### src/hw/rtl/cslbp_pkg.sv
// ----------------------------------------------------------------------------
// CS-LBP package
// Shared types and constants for the radius-2, eight-point CS-LBP stream block.
// ----------------------------------------------------------------------------
package cslbp_pkg;

    localparam int CODE_W = 4;
    localparam int SUM_W  = 20;
    localparam int LINE_W = 32;   // four stored rows of one column
    localparam int COLM_W = 40;   // one window column, five rows

    // Bilinear weights in Q0.12; A + 2B + C is exactly 4096.
    localparam logic [10:0] WGT_A = 11'd703;
    localparam logic [10:0] WGT_B = 11'd994;
    localparam logic [10:0] WGT_C = 11'd1405;

    localparam logic [15:0] MIN_DIM  = 16'd5;
    localparam logic [15:0] MIN_EDGE = 16'd4;

    localparam int FIFO_DEPTH = 8;

    localparam int CFG_IDX_W = 8;
    localparam logic [CFG_IDX_W-1:0] CFG_LINE_WIDTH   = 8'd0;
    localparam logic [CFG_IDX_W-1:0] CFG_FRAME_HEIGHT = 8'd1;

    // Control that travels with each pixel down the pipeline.
    typedef struct packed {
        logic valid;
        logic emit;
        logic last;
    } tag_t;

    typedef struct packed {
        logic              last;
        logic [CODE_W-1:0] code;
    } result_t;

endpackage

### src/hw/rtl/cslbp_window.sv
// ----------------------------------------------------------------------------
// CS-LBP window and code unit
// Holds the 5x5 window, forms the interpolated diagonal sums and the code.
// ----------------------------------------------------------------------------
module cslbp_window (
    input  logic                           clk,
    input  logic                           rst_n,
    input  cslbp_pkg::tag_t                in_tag,
    input  logic [cslbp_pkg::COLM_W-1:0]   in_column,
    output logic                           push,
    output cslbp_pkg::result_t             result
);

    localparam int SW = cslbp_pkg::SUM_W;

    // Column 4 is the newest; byte r of a column is window row r.
    logic [cslbp_pkg::COLM_W-1:0] win_reg [5];
    cslbp_pkg::tag_t              s2_tag_reg;
    cslbp_pkg::tag_t              s3_tag_reg;
    logic [SW-1:0]                ne_reg, sw_reg, nw_reg, se_reg;
    logic [SW-1:0]                ne_next, sw_next, nw_next, se_next;
    logic                         ew_reg, ns_reg;
    logic [7:0]                   pv [5][5];

    always_comb
    begin
        for (int r = 0; r < 5; r++)
        begin
            for (int c = 0; c < 5; c++)
            begin
                pv[r][c] = win_reg[c][8*r +: 8];
            end
        end
    end

    always_comb
    begin
        ne_next = SW'(cslbp_pkg::WGT_B) * SW'(pv[0][3]) + SW'(cslbp_pkg::WGT_A) * SW'(pv[0][4])
                + SW'(cslbp_pkg::WGT_C) * SW'(pv[1][3]) + SW'(cslbp_pkg::WGT_B) * SW'(pv[1][4]);
        sw_next = SW'(cslbp_pkg::WGT_B) * SW'(pv[3][0]) + SW'(cslbp_pkg::WGT_C) * SW'(pv[3][1])
                + SW'(cslbp_pkg::WGT_A) * SW'(pv[4][0]) + SW'(cslbp_pkg::WGT_B) * SW'(pv[4][1]);
        nw_next = SW'(cslbp_pkg::WGT_A) * SW'(pv[0][0]) + SW'(cslbp_pkg::WGT_B) * SW'(pv[0][1])
                + SW'(cslbp_pkg::WGT_B) * SW'(pv[1][0]) + SW'(cslbp_pkg::WGT_C) * SW'(pv[1][1]);
        se_next = SW'(cslbp_pkg::WGT_C) * SW'(pv[3][3]) + SW'(cslbp_pkg::WGT_B) * SW'(pv[3][4])
                + SW'(cslbp_pkg::WGT_B) * SW'(pv[4][3]) + SW'(cslbp_pkg::WGT_A) * SW'(pv[4][4]);
    end

    always_ff @(posedge clk or negedge rst_n)
    begin
        if (!rst_n)
        begin
            s2_tag_reg <= '0;
            s3_tag_reg <= '0;
        end
        else
        begin
            s2_tag_reg <= in_tag;
            s3_tag_reg <= s2_tag_reg;
        end
    end

    always_ff @(posedge clk)
    begin
        if (in_tag.valid)
        begin
            for (int c = 0; c < 4; c++)
            begin
                win_reg[c] <= win_reg[c+1];
            end
            win_reg[4] <= in_column;
        end
        ne_reg <= ne_next;
        sw_reg <= sw_next;
        nw_reg <= nw_next;
        se_reg <= se_next;
        ew_reg <= (pv[2][4] >= pv[2][0]);
        ns_reg <= (pv[0][2] >= pv[4][2]);
    end

    assign push        = s3_tag_reg.valid && s3_tag_reg.emit;
    assign result.last = s3_tag_reg.last;
    assign result.code = {nw_reg >= se_reg, ns_reg, ne_reg >= sw_reg, ew_reg};

endmodule

### config.mk
export PLATFORM = sky130hd
export DESIGN_NAME = cslbp_window
export DESIGN_NICKNAME = d
export VERILOG_FILES = /design/src/hw/rtl/cslbp_pkg.sv /design/src/hw/rtl/cslbp_window.sv
export SDC_FILE = /design/constraint.sdc
export NUM_CORES = 2
export LEC_CHECK = 0
export ABC_AREA = 1
export BUFFER_PORTS_ARGS = -buffer_cell sky130_fd_sc_hd__buf_4
export CAP_MARGIN = 20
export CORE_ASPECT_RATIO = 0.6
export CORE_MARGIN = 1
export CORE_UTILIZATION = 35
export DETAILED_ROUTE_END_ITERATION = 8
export PLACE_DENSITY = 0.53
export SYNTH_ARGS = -nofsm -noshare
export SYNTH_HDL_FRONTEND = slang
export SYNTH_SLANG_ARGS = --single-unit
### constraint.sdc
create_clock -name clk -period 8.4 [get_ports clk]
set_input_delay 2.1 -clock clk [delete_from_list [all_inputs] [get_ports clk]]
set_output_delay 2.1 -clock clk [all_outputs]
set_load 0.05 [all_outputs]
==> results.json <==
{
  "clk_root_buffer_cell": "clkbuf_16",
  "clkTransAtPathRegs_ns": 0.08,
  "cts_setup_buffers": 0,
  "grt_pass1_vias": 24700,
  "multi_input_area_sq_um": 26200,
  "clk_latency_ns": 0.57,
  "avgSynthCellArea_sq_um": 9.80,
  "wl_um": 87100,
  "mostFrequentLayoutCells": "inv_1 (1195), ha_1 (680), fa_1 (598)",
  "tns_ns": 0,
  "slew_viol_final": 0,
  "whs_endpoint": "s3_tag_reg[1]$_DFF_PN0_",
  "cts_buffers": 35,
  "dp_cells": 5403,
  "synthAdderAreaFrac_pct": 53.2,
  "hold_class": "reg2reg",
  "num_vias": 24400,
  "grt_overflow": 0,
  "layout-drive-gt1-share_pct": 3.17,
  "io_pins": 51,
  "path_common_cell": "inv_1",
  "crit_type": "reg2reg",
  "min_from": "s2_tag_reg[1]$_DFF_PN0_",
  "yosys-mux-area-fraction_pct": 0,
  "place_hpwl_um": 76400,
  "vias_per_cell": 4.47,
  "min_delay_path_depth": 0,
  "fin_worst_skew_ns": 0.0229,
  "synth-seq-area-share_pct": 20.3,
  "r2r_end": "ne_reg[19]$_DFF_P_",
  "clock_path_buffers": 3,
  "worstMarginPinSlew_ns": 0.958,
  "syn_area_sq_um": 38500,
  "regArea_sq_um": 7800,
  "fin_cells": 5464,
  "syn-num-nets": 5252,
  "synthTopCellsByArea": "fa_1 (31%), ha_1 (22%), edfxtp_1 (16%)",
  "portBuffers": 50,
  "rows": 93,
  "fp.dieArea_sq_um": 111000,
  "critPathMaxStageDelay_ns": 0.59,
  "grt_max_degree": 104,
  "ys_seq_elements": 288,
  "firstDrtPassIters": 7,
  "period_minus_slack_ns": 7.33,
  "path_max_fanout": 5,
  "synth_top_area_cell": "fa_1",
  "nNetsFinal": 5338,
  "hold_violations": 0,
  "antenna_found_initial": 0,
  "die_x_um": 430,
  "first_iter_violations": 1541,
  "ctsHoldBuffers": 0,
  "gp_congestion": 0.883,
  "grt_pass1_wl_um": 141000,
  "final_common_cell": "inv_1",
  "synthToLayoutAreaGrowth_pct": 8.56,
  "r2r_setup_slack_ns": 1.07,
  "synth_top_area_share_pct": 31.1,
  "grt_use_total_pct": 16.3,
  "outcome": "finished, final reports clean",
  "post_cts_resized": 0,
  "fin_crit_sh_pct": 87.2,
  "path_depth": 29,
  "cp.required_ns": 8.84,
  "critPathCaptureType": "register",
  "crit_buf_inv": 8,
  "reg2reg_depth": 29,
  "die_y_um": 259,
  "fmax_mhz": 137,
  "fp.coreArea_sq_um": 108000,
  "crit_arrival_ns": 7.77,
  "wl_per_cell_um": 15.9,
  "antenna_left": 0,
  "fillerInstances": 10800,
  "drc": 0,
  "synthCells": 3929,
  "ys_warn_count": 0,
  "synth-simple-area-share_pct": 8.54,
  "setup_violations": 0,
  "crit_family": "adder cells",
  "timing.slew.headroom_pct": 36.1,
  "rsz0062_at_grt": "no",
  "synth_compound_area_share_pct": 3.44,
  "cts_sinks": 288,
  "htree_levels": 2,
  "r2r-start": "win_reg[3][2]$_DFFE_PP_",
  "ys_types": 34,
  "synth_xor_area_share_pct": 2.84,
  "start_util_pct": 35.6,
  "maxCapViolCount": 0,
  "slowest_stage": "fa_1",
  "cts_tree": "yes",
  "antennaDiodeCount": 0,
  "synth_top_family_by_area": "adder cells",
  "largest_reg_flops": 200,
  "cp-start-kind": "register"
}
==> routing by layer <==
layer | routed length [um] | GRT usage [%] | part of all wire, % | up-vias
li1 | - | - | - | 12100
met1 | 50300 | 28.4 | 58 | 11700
met2 | 29800 | 19.7 | 34 | 509
met3 | 5970 | 3.46 | 6.9 | 60
met4 | 983 | 2.31 | 1.1 | 0
met5 | 0 | 0 | 0 | -
==> Yosys cell counts, drive strengths merged <==
cell type / instances
a21o: 9
nand2: 495
nor2: 129
nand3: 120
a31oi: 3
buf: 3
nand4: 21
edfxtp: 200
o21ai: 57
o21a: 5
dfxtp: 82
dfrtp: 6
a21boi: 3
xor2: 91
o211ai: 3
xnor2: 34
a21oi: 160
and2: 6
ha: 680
o2111ai: 2
nor3: 19
fa: 598
nand3b: 1
o21bai: 6
inv: 1196
==> worst reg2reg max path, delay by kind of cell, from the launching register on <==
| family | cells | cell delay (ns) |
|---|---|---|
| adders and majority gates | 11 | 4.92 |
| AOI/OAI and AO/OA | 6 | 1.07 |
| buffers and inverters | 8 | 0.51 |
| DFF | 1 | 0.41 |
| and+or+nand+nor | 3 | 0.19 |
| xor gates and xnor gates | 1 | 0.09 |
==> layout make-up <==
type                       instances  area share [%]
clock buffer                      41            2.17
clock inverter                    20           0.548
inverter                        1196            10.7
multi-input combinational       2442            62.7
sequential                       288            18.7
tap                             1425            4.27
timing repair buffer              52           0.952
==> metrics by stage <==
step	util (%)	worst slack, ns	hold WS [ns]	instance area (sq um)
6_report	38.7	1.07	0.347	41800
3_3_place_gp	37.6	1.18	0.332	40700
3_5_place_dp	37.6	1.14	0.335	40700
5_1_grt	38.7	0.615	0.358	41800
2_1_floorplan	-	1.71	0.331	38500
4_1_cts	38.7	1.09	0.347	41800
==> worst max-delay path by stage <==
stage | from | endpoint | slack, ns
after global routing | win_reg[3][4]$_DFFE_PP_ | ne_reg[19]$_DFF_P_ | 0.62
after floorplan | win_reg[3][2]$_DFFE_PP_ | ne_reg[19]$_DFF_P_ | 1.71
after CTS | win_reg[3][2]$_DFFE_PP_ | ne_reg[19]$_DFF_P_ | 1.09
after detailed placement | win_reg[3][4]$_DFFE_PP_ | ne_reg[19]$_DFF_P_ | 1.14
after global placement | win_reg[3][5]$_DFFE_PP_ | ne_reg[19]$_DFF_P_ | 1.18
final | win_reg[3][2]$_DFFE_PP_ | ne_reg[19]$_DFF_P_ | 1.07
==> cells by family (layout without fill, tap and decap cells) <==
logic type               after synthesis  in the layout
adder cells (fa/ha/maj)             1278           1278
XOR/XNOR                             125            125
AO/OA/AOI/OAI                        248            248
AND/OR/NAND/NOR                      791            791
flip-flops                           288            288
buffers and inverters               1199           1309
Power is not shown: default switching activity piles up to over one toggle a cycle in this logic, so the estimate is an artifact.
