<file path="src/hw/rtl/cslbp_fifo.sv">
// ----------------------------------------------------------------------------
// CS-LBP output buffer
// Small register FIFO that holds finished codes until the sink takes them.
// ----------------------------------------------------------------------------
module cslbp_fifo #(
    parameter int WIDTH = 5,
    parameter int DEPTH = 8
) (
    input  logic             clk,
    input  logic             rst_n,
    input  logic             push,
    input  logic [WIDTH-1:0] push_data,
    input  logic             pop,
    output logic             valid,
    output logic [WIDTH-1:0] data
);

    localparam int PW = $clog2(DEPTH);
    localparam int CW = $clog2(DEPTH + 1);

    logic [WIDTH-1:0] mem_reg [DEPTH];
    logic [PW-1:0]    wr_ptr_reg, wr_ptr_next;
    logic [PW-1:0]    rd_ptr_reg, rd_ptr_next;
    logic [CW-1:0]    count_reg, count_next;
    logic             do_pop;

    assign valid  = (count_reg != '0);
    assign do_pop = pop && valid;
    assign data   = mem_reg[rd_ptr_reg];

    always_comb
    begin
        wr_ptr_next = wr_ptr_reg;
        rd_ptr_next = rd_ptr_reg;
        count_next  = count_reg;
        if (push)
        begin
            wr_ptr_next = (wr_ptr_reg == PW'(DEPTH - 1)) ? '0 : wr_ptr_reg + PW'(1);
        end
        if (do_pop)
        begin
            rd_ptr_next = (rd_ptr_reg == PW'(DEPTH - 1)) ? '0 : rd_ptr_reg + PW'(1);
        end
        if (push && !do_pop)
        begin
            count_next = count_reg + CW'(1);
        end
        else if (do_pop && !push)
        begin
            count_next = count_reg - CW'(1);
        end
    end

    always_ff @(posedge clk or negedge rst_n)
    begin
        if (!rst_n)
        begin
            wr_ptr_reg <= '0;
            rd_ptr_reg <= '0;
            count_reg  <= '0;
        end
        else
        begin
            wr_ptr_reg <= wr_ptr_next;
            rd_ptr_reg <= rd_ptr_next;
            count_reg  <= count_next;
        end
    end

    always_ff @(posedge clk)
    begin
        if (push)
        begin
            mem_reg[wr_ptr_reg] <= push_data;
        end
    end

endmodule

</file>
<file path="config.mk">
export PLATFORM = sky130hd
export DESIGN_NAME = cslbp_fifo
export DESIGN_NICKNAME = d
export VERILOG_FILES = /design/src/hw/rtl/cslbp_fifo.sv
export SDC_FILE = /design/constraint.sdc
export NUM_CORES = 1
export LEC_CHECK = 0
export BUFFER_PORTS_ARGS = -buffer_cell sky130_fd_sc_hd__buf_2
export CAP_MARGIN = 20
export CORE_UTILIZATION = 59
export CTS_CLUSTER_DIAMETER = 120
export DETAILED_ROUTE_END_ITERATION = 8
export PLACE_DENSITY = 0.86
export SETUP_SLACK_MARGIN = 0.02
export SLEW_MARGIN = 20
export SYNTH_ARGS = -nofsm -noshare
export SYNTH_HDL_FRONTEND = slang
export SYNTH_SLANG_ARGS = --single-unit
</file>
<file path="constraint.sdc">
create_clock -name clk -period 3.09 [get_ports clk]
set_clock_uncertainty 0.15 [all_clocks]
set_input_delay 0.4635 -clock clk [delete_from_list [all_inputs] [get_ports clk]]
set_output_delay 0.4635 -clock clk [all_outputs]
set_load 0.05 [all_outputs]
</file>
==> results.sh, run 1 <==
export IMPL_route_detailed_drc=0
export IMPL_placed_area_sq_um=2310
export IMPL_yosysSeqAreaShare=0.659
export IMPL_status="finished clean"
export IMPL_largest_reg_flops=40
export IMPL_rsz0062_at_grt="false"
export IMPL_dieHeight_um=63.1
export IMPL_syn_inst=123
export IMPL_crit_type="flip-flop to flip-flop"
export IMPL_cts_root_buf="clkbuf_8"
export IMPL_clock_path_buffers=2
export IMPL_antennaDiodeCount=0
export IMPL_path_clk_slew_ps=90
export IMPL_syn_cell_area_sq_um=2200
export IMPL_drt_initial_drc_count=86
export IMPL_maxCapViolations=0
export IMPL_ys_types=26
export IMPL_start_kind="flip-flop"
export IMPL_via_count=1132
export IMPL_r2r_start="count_reg[0]$_DFFE_PN0P_"
export IMPL_ant_nets=0
export IMPL_cts_inserted_buffers=5
export IMPL_synth_edf_count=40
export IMPL_irDropWorstVdd_mv=0.572
export IMPL_min_period_ps=2860
export IMPL_synth_fp_nets=140
export IMPL_final_cell_mix="40 x edfxtp_1, 14 x buf_2, 10 x mux4_1, 10 x dfrtp_1, 9 x mux2_2"
export IMPL_slew_headroom=0.403
export IMPL_grt_ovfl_total=0
export IMPL_async_flop_share=0.200
export IMPL_grt_max_degree=18
export IMPL_io_buffers=14
export IMPL_drive_gt1_frac=0.232
export IMPL_core_area_sq_um=3440
export IMPL_final_cell_area_sq_um=2430
export IMPL_grt_pass1_vias=1177
export IMPL_finish_net_count=158
export IMPL_synthFlopType="edfxtp_1"
export IMPL_regToRegSetupSlack_ps=230
export IMPL_hold_viol=0
export IMPL_layout_commonest_cell="edfxtp_1"
export IMPL_p_leak_nw=0.886
export IMPL_tns_ps=0
export IMPL_reg2reg_depth=7
export IMPL_die_area_sq_um=3980
export IMPL_wire_per_inst_um=18.6
export IMPL_tightest_slew_ps=889
export IMPL_p_total_mw=2.37
export IMPL_power_per_cell_area_nw_per_um2=972
export IMPL_area_delta_synth_final_pct=10.5
export IMPL_min_delay_start="push_data[1]"
export IMPL_synth_avg_cell_area_sq_um=17.9
export IMPL_arrival_ps=2900
export IMPL_cts_setup_buffers=0
export IMPL_fmax_mhz=349
export IMPL_hold_path_class="input port to flip-flop"
export IMPL_firstDrtPassIters=4
export IMPL_setup_viol=0
export IMPL_cp_startpoint="count_reg[0]$_DFFE_PN0P_"
export IMPL_crit_fanout=6
export IMPL_cp_endpoint="count_reg[3]$_DFFE_PN0P_"
export IMPL_num_rows=21
export IMPL_initial_core_util=0.640
export IMPL_r2r_end="count_reg[3]$_DFFE_PN0P_"
export IMPL_place_congestion=0.811
export IMPL_synth_warnings=0
export IMPL_cts_htree_levels=2
export IMPL_io_pins=15
export IMPL_grt_pass1_wl_um=5840
export IMPL_min_period_over_period=0.926
export IMPL_clk_latency_ps=300
export IMPL_grt_use_total=0.211
export IMPL_cts_tree="built"
export IMPL_die_w_um=63.1
export IMPL_cp_required_ps=3130
export IMPL_dp_hpwl_um=2420
export IMPL_crit_path_end_kind="flip-flop"
export IMPL_drt_total_wl_um=3500
export IMPL_viasPerCell=6.02
export IMPL_synth_seq_cells=50
export IMPL_maxSlewViolCount=0
export IMPL_antenna_found_initial=0
export IMPL_cts_sinks=50
-- where the power goes --
group / switching [mW] / leakage (nW) / internal [mW]
clock: 0.217 / 0.0587 / 0.245
combinational: 0.483 / 0.344 / 0.374
sequential: 0.173 / 0.483 / 0.874
-- worst min path at each step --
stage	end	slack, ps	depth (start not counted)
6_report	mem_reg[4][1]$_DFFE_PP_	280	1
5_1_grt	mem_reg[7][1]$_DFFE_PP_	270	1
4_1_cts	mem_reg[7][1]$_DFFE_PP_	260	1
3_5_place_dp	wr_ptr_reg[2]$_DFFE_PN0P_	190	1
3_3_place_gp	wr_ptr_reg[2]$_DFFE_PN0P_	190	1
2_1_floorplan	count_reg[0]$_DFFE_PN0P_	20	0
-- what timing repair did --
action                                  4_1_cts  5_1_grt
endpoints found under the hold margin        10        0
endpoints found under the setup margin        0        0
hold buffers                                  1        0
gates resized for setup                       0        0
-- Yosys cell counts, drive strengths merged, types with 3 or more instances --
cell type   n  share of area
ha          7          0.040
nor3        4         0.0091
nand2b      3         0.0085
nor2        7          0.012
nand2       6          0.010
dfrtp      10           0.11
mux4       10           0.12
o21ai       3         0.0068
edfxtp     40           0.55
mux2        9          0.046
-- logic make-up after synthesis --
logic type | after synthesis | synth area share
AND/OR/NAND/NOR | 27 | 0.0608
XOR/XNOR | 2 | 0.00796
flip-flops | 50 | 0.659
multiplexers | 20 | 0.170
adder cells (fa/ha/maj) | 8 | 0.0489
buffers and inverters | 6 | 0.0136
AO/OA/AOI/OAI | 10 | 0.0398
-- cell type report --
cell class,instances,area [sq um]
Timing Repair Buffer,15,80.1
Sequential cell,50,1450
Clock buffer,5,68.8
Clock inverter,3,47.5
Fill cell,225,1010
Multi-Input combinational cell,67,721
Inverter,2,7.51
Tap cell,46,57.6
-- critical path, cell delays in order (launching register included) --
cell	delay [ps]
dfrtp_1	480
o41ai_4	520
ha_1	320
inv_1	130
ha_1	370
or4_1	550
o211ai_1	120
o211ai_1	110
-- routing by layer --
| layer | global-route usage | up-vias | part of all wire |
|---|---|---|---|
| li1 | - | 528 | - |
| met1 | 0.267 | 556 | 0.42 |
| met2 | 0.324 | 36 | 0.51 |
| met3 | 0.0707 | 12 | 0.047 |
| met4 | 0.108 | 0 | 0.027 |
| met5 | 0 | - | 0 |
-- stage by stage --
stage	worst slack, ps	cells	util	hold WS, ps
after floorplan	487	123	-	17.9
after detailed placement	240	179	0.670	192
final	228	188	0.707	275
after CTS	243	188	0.707	261
after global placement	418	179	0.670	186
after global routing	111	188	0.707	269
No activity file was read; power rests on OpenSTA's default activity.
==> run 2: changes to the inputs <==
--- a/config.mk
+++ b/config.mk
@@ -7,9 +7,11 @@
 export LEC_CHECK = 0
 export BUFFER_PORTS_ARGS = -buffer_cell sky130_fd_sc_hd__buf_2
 export CAP_MARGIN = 20
+export CORE_ASPECT_RATIO = 0.8
 export CORE_UTILIZATION = 59
 export CTS_CLUSTER_DIAMETER = 120
 export DETAILED_ROUTE_END_ITERATION = 8
+export GPL_TIMING_DRIVEN = 0
 export PLACE_DENSITY = 0.86
 export SETUP_SLACK_MARGIN = 0.02
 export SLEW_MARGIN = 20
==> results.sh, run 2 (synthesis gave the netlist of run 1 again) <==
export IMPL_core_area_sq_um=3490
export IMPL_route_detailed_drc=0
export IMPL_area_delta_synth_final_pct=11.0
export IMPL_cts_sinks=50
export IMPL_drt_initial_drc_count=139
export IMPL_tightest_slew_ps=874
export IMPL_crit_path_end_kind="flip-flop"
export IMPL_drt_total_wl_um=3710
export IMPL_viasPerCell=6.08
export IMPL_grt_pass1_vias=1193
export IMPL_largest_reg_flops=40
export IMPL_die_w_um=70.3
export IMPL_antenna_found_initial=0
export IMPL_irDropWorstVdd_mv=0.516
export IMPL_hold_viol=0
export IMPL_rsz0062_at_grt="false"
export IMPL_dp_hpwl_um=2640
export IMPL_cp_required_ps=3130
export IMPL_power_per_cell_area_nw_per_um2=979
export IMPL_setup_viol=0
export IMPL_dieHeight_um=56.6
export IMPL_initial_core_util=0.630
export IMPL_place_congestion=0.851
export IMPL_ant_nets=0
export IMPL_fillCellCount=232
export IMPL_die_area_sq_um=3980
export IMPL_clk_latency_ps=310
export IMPL_cts_htree_levels=2
export IMPL_cts_root_buf="clkbuf_8"
export IMPL_cts_tree="built"
export IMPL_slew_headroom=0.413
export IMPL_path_clk_slew_ps=80
export IMPL_crit_type="flip-flop to flip-flop"
export IMPL_finish_net_count=162
export IMPL_num_rows=19
export IMPL_hold_path_class="input port to flip-flop"
export IMPL_tns_ps=0
export IMPL_grt_use_total=0.220
export IMPL_io_pins=15
export IMPL_clock_path_buffers=2
export IMPL_grt_pass1_wl_um=6040
export IMPL_maxSlewViolCount=0
export IMPL_start_kind="flip-flop"
export IMPL_arrival_ps=2930
export IMPL_layout_commonest_cell="edfxtp_1"
export IMPL_via_count=1143
export IMPL_status="finished clean"
export IMPL_io_buffers=14
export IMPL_firstDrtPassIters=4
export IMPL_min_period_ps=2890
export IMPL_cts_inserted_buffers=5
export IMPL_p_leak_nw=0.895
export IMPL_p_total_mw=2.39
export IMPL_min_period_over_period=0.936
export IMPL_maxCapViolations=0
export IMPL_final_cell_mix="40 x edfxtp_1, 14 x buf_2, 10 x mux4_1, 10 x dfrtp_1, 9 x mux2_2"
export IMPL_wire_per_inst_um=19.7
export IMPL_grt_ovfl_total=0
export IMPL_drive_gt1_frac=0.233
export IMPL_crit_fanout=6
export IMPL_grt_max_degree=16
export IMPL_cts_setup_buffers=0
export IMPL_fmax_mhz=346
export IMPL_antennaDiodeCount=0
-- run 2: layer usage --
metal,up-vias,global-route usage,share of wire
li1,538,-,-
met1,564,0.283,0.43
met2,35,0.355,0.50
met3,6,0.0772,0.054
met4,0,0.0686,0.013
met5,-,0,0
-- run 2: cell type report --
class | instances | area, sq um | area share
clock buffers | 5 | 68.8 | 0.0282
flip-flops and latches | 50 | 1450 | 0.594
plain buffers | 4 | 22.5 | 0.00922
multi-input cells | 67 | 721 | 0.295
clock inverters | 3 | 40.0 | 0.0164
inverters | 2 | 7.51 | 0.00307
repair buffers | 15 | 80.1 | 0.0328
well taps | 42 | 52.6 | 0.0215
-- run 2: worst paths after layout --
| kind | from | end | slack (ps) | cells past startpoint |
|---|---|---|---|---|
| hold / removal | push_data[3] | mem_reg[2][3]$_DFFE_PP_ | 270 | 1 |
| min in group asynchronous | rst_n | wr_ptr_reg[1]$_DFFE_PN0P_ | 390 | 2 |
| max in group asynchronous | rst_n | rd_ptr_reg[0]$_DFFE_PN0P_ | 2190 | 2 |
| setup reg to reg | count_reg[0]$_DFFE_PN0P_ | count_reg[3]$_DFFE_PN0P_ | 200 | 7 |
| setup / recovery | count_reg[0]$_DFFE_PN0P_ | count_reg[3]$_DFFE_PN0P_ | 200 | 7 |
| hold reg to reg | wr_ptr_reg[2]$_DFFE_PN0P_ | wr_ptr_reg[2]$_DFFE_PN0P_ | 430 | 1 |
-- run 2: worst max-delay path, cell delays in order, from the launching register on --
cell,delay [ps]
dfrtp_1,500
o41ai_4,550
ha_1,340
inv_1,130
ha_1,370
or4_1,530
o211ai_1,110
o211ai_1,100
-- run 2: through the flow --
stage / std cells / instance area [sq um] / util / hold WS [ps] / setup WS, ps
3_3_place_gp: 179 / 2320 / 0.665 / 182 / 350
6_report: 188 / 2440 / 0.699 / 266 / 198
5_1_grt: 188 / 2440 / 0.699 / 265 / 61.8
4_1_cts: 188 / 2440 / 0.699 / 257 / 206
3_5_place_dp: 179 / 2320 / 0.665 / 192 / 223
2_1_floorplan: 123 / 2200 / - / 17.9 / 487
-- run 2: repair_timing --
action | 4_1_cts | 5_1_grt
hold buffers | 1 | 0
endpoints found under the hold margin | 10 | 0
gates resized for setup | 0 | 0
endpoints found under the setup margin | 0 | 0
-- run 2: power breakdown --
group,switching [mW],leakage [nW],internal [mW]
Sequential,0.122,0.483,0.875
Combinational,0.556,0.354,0.392
Clock,0.210,0.0579,0.238
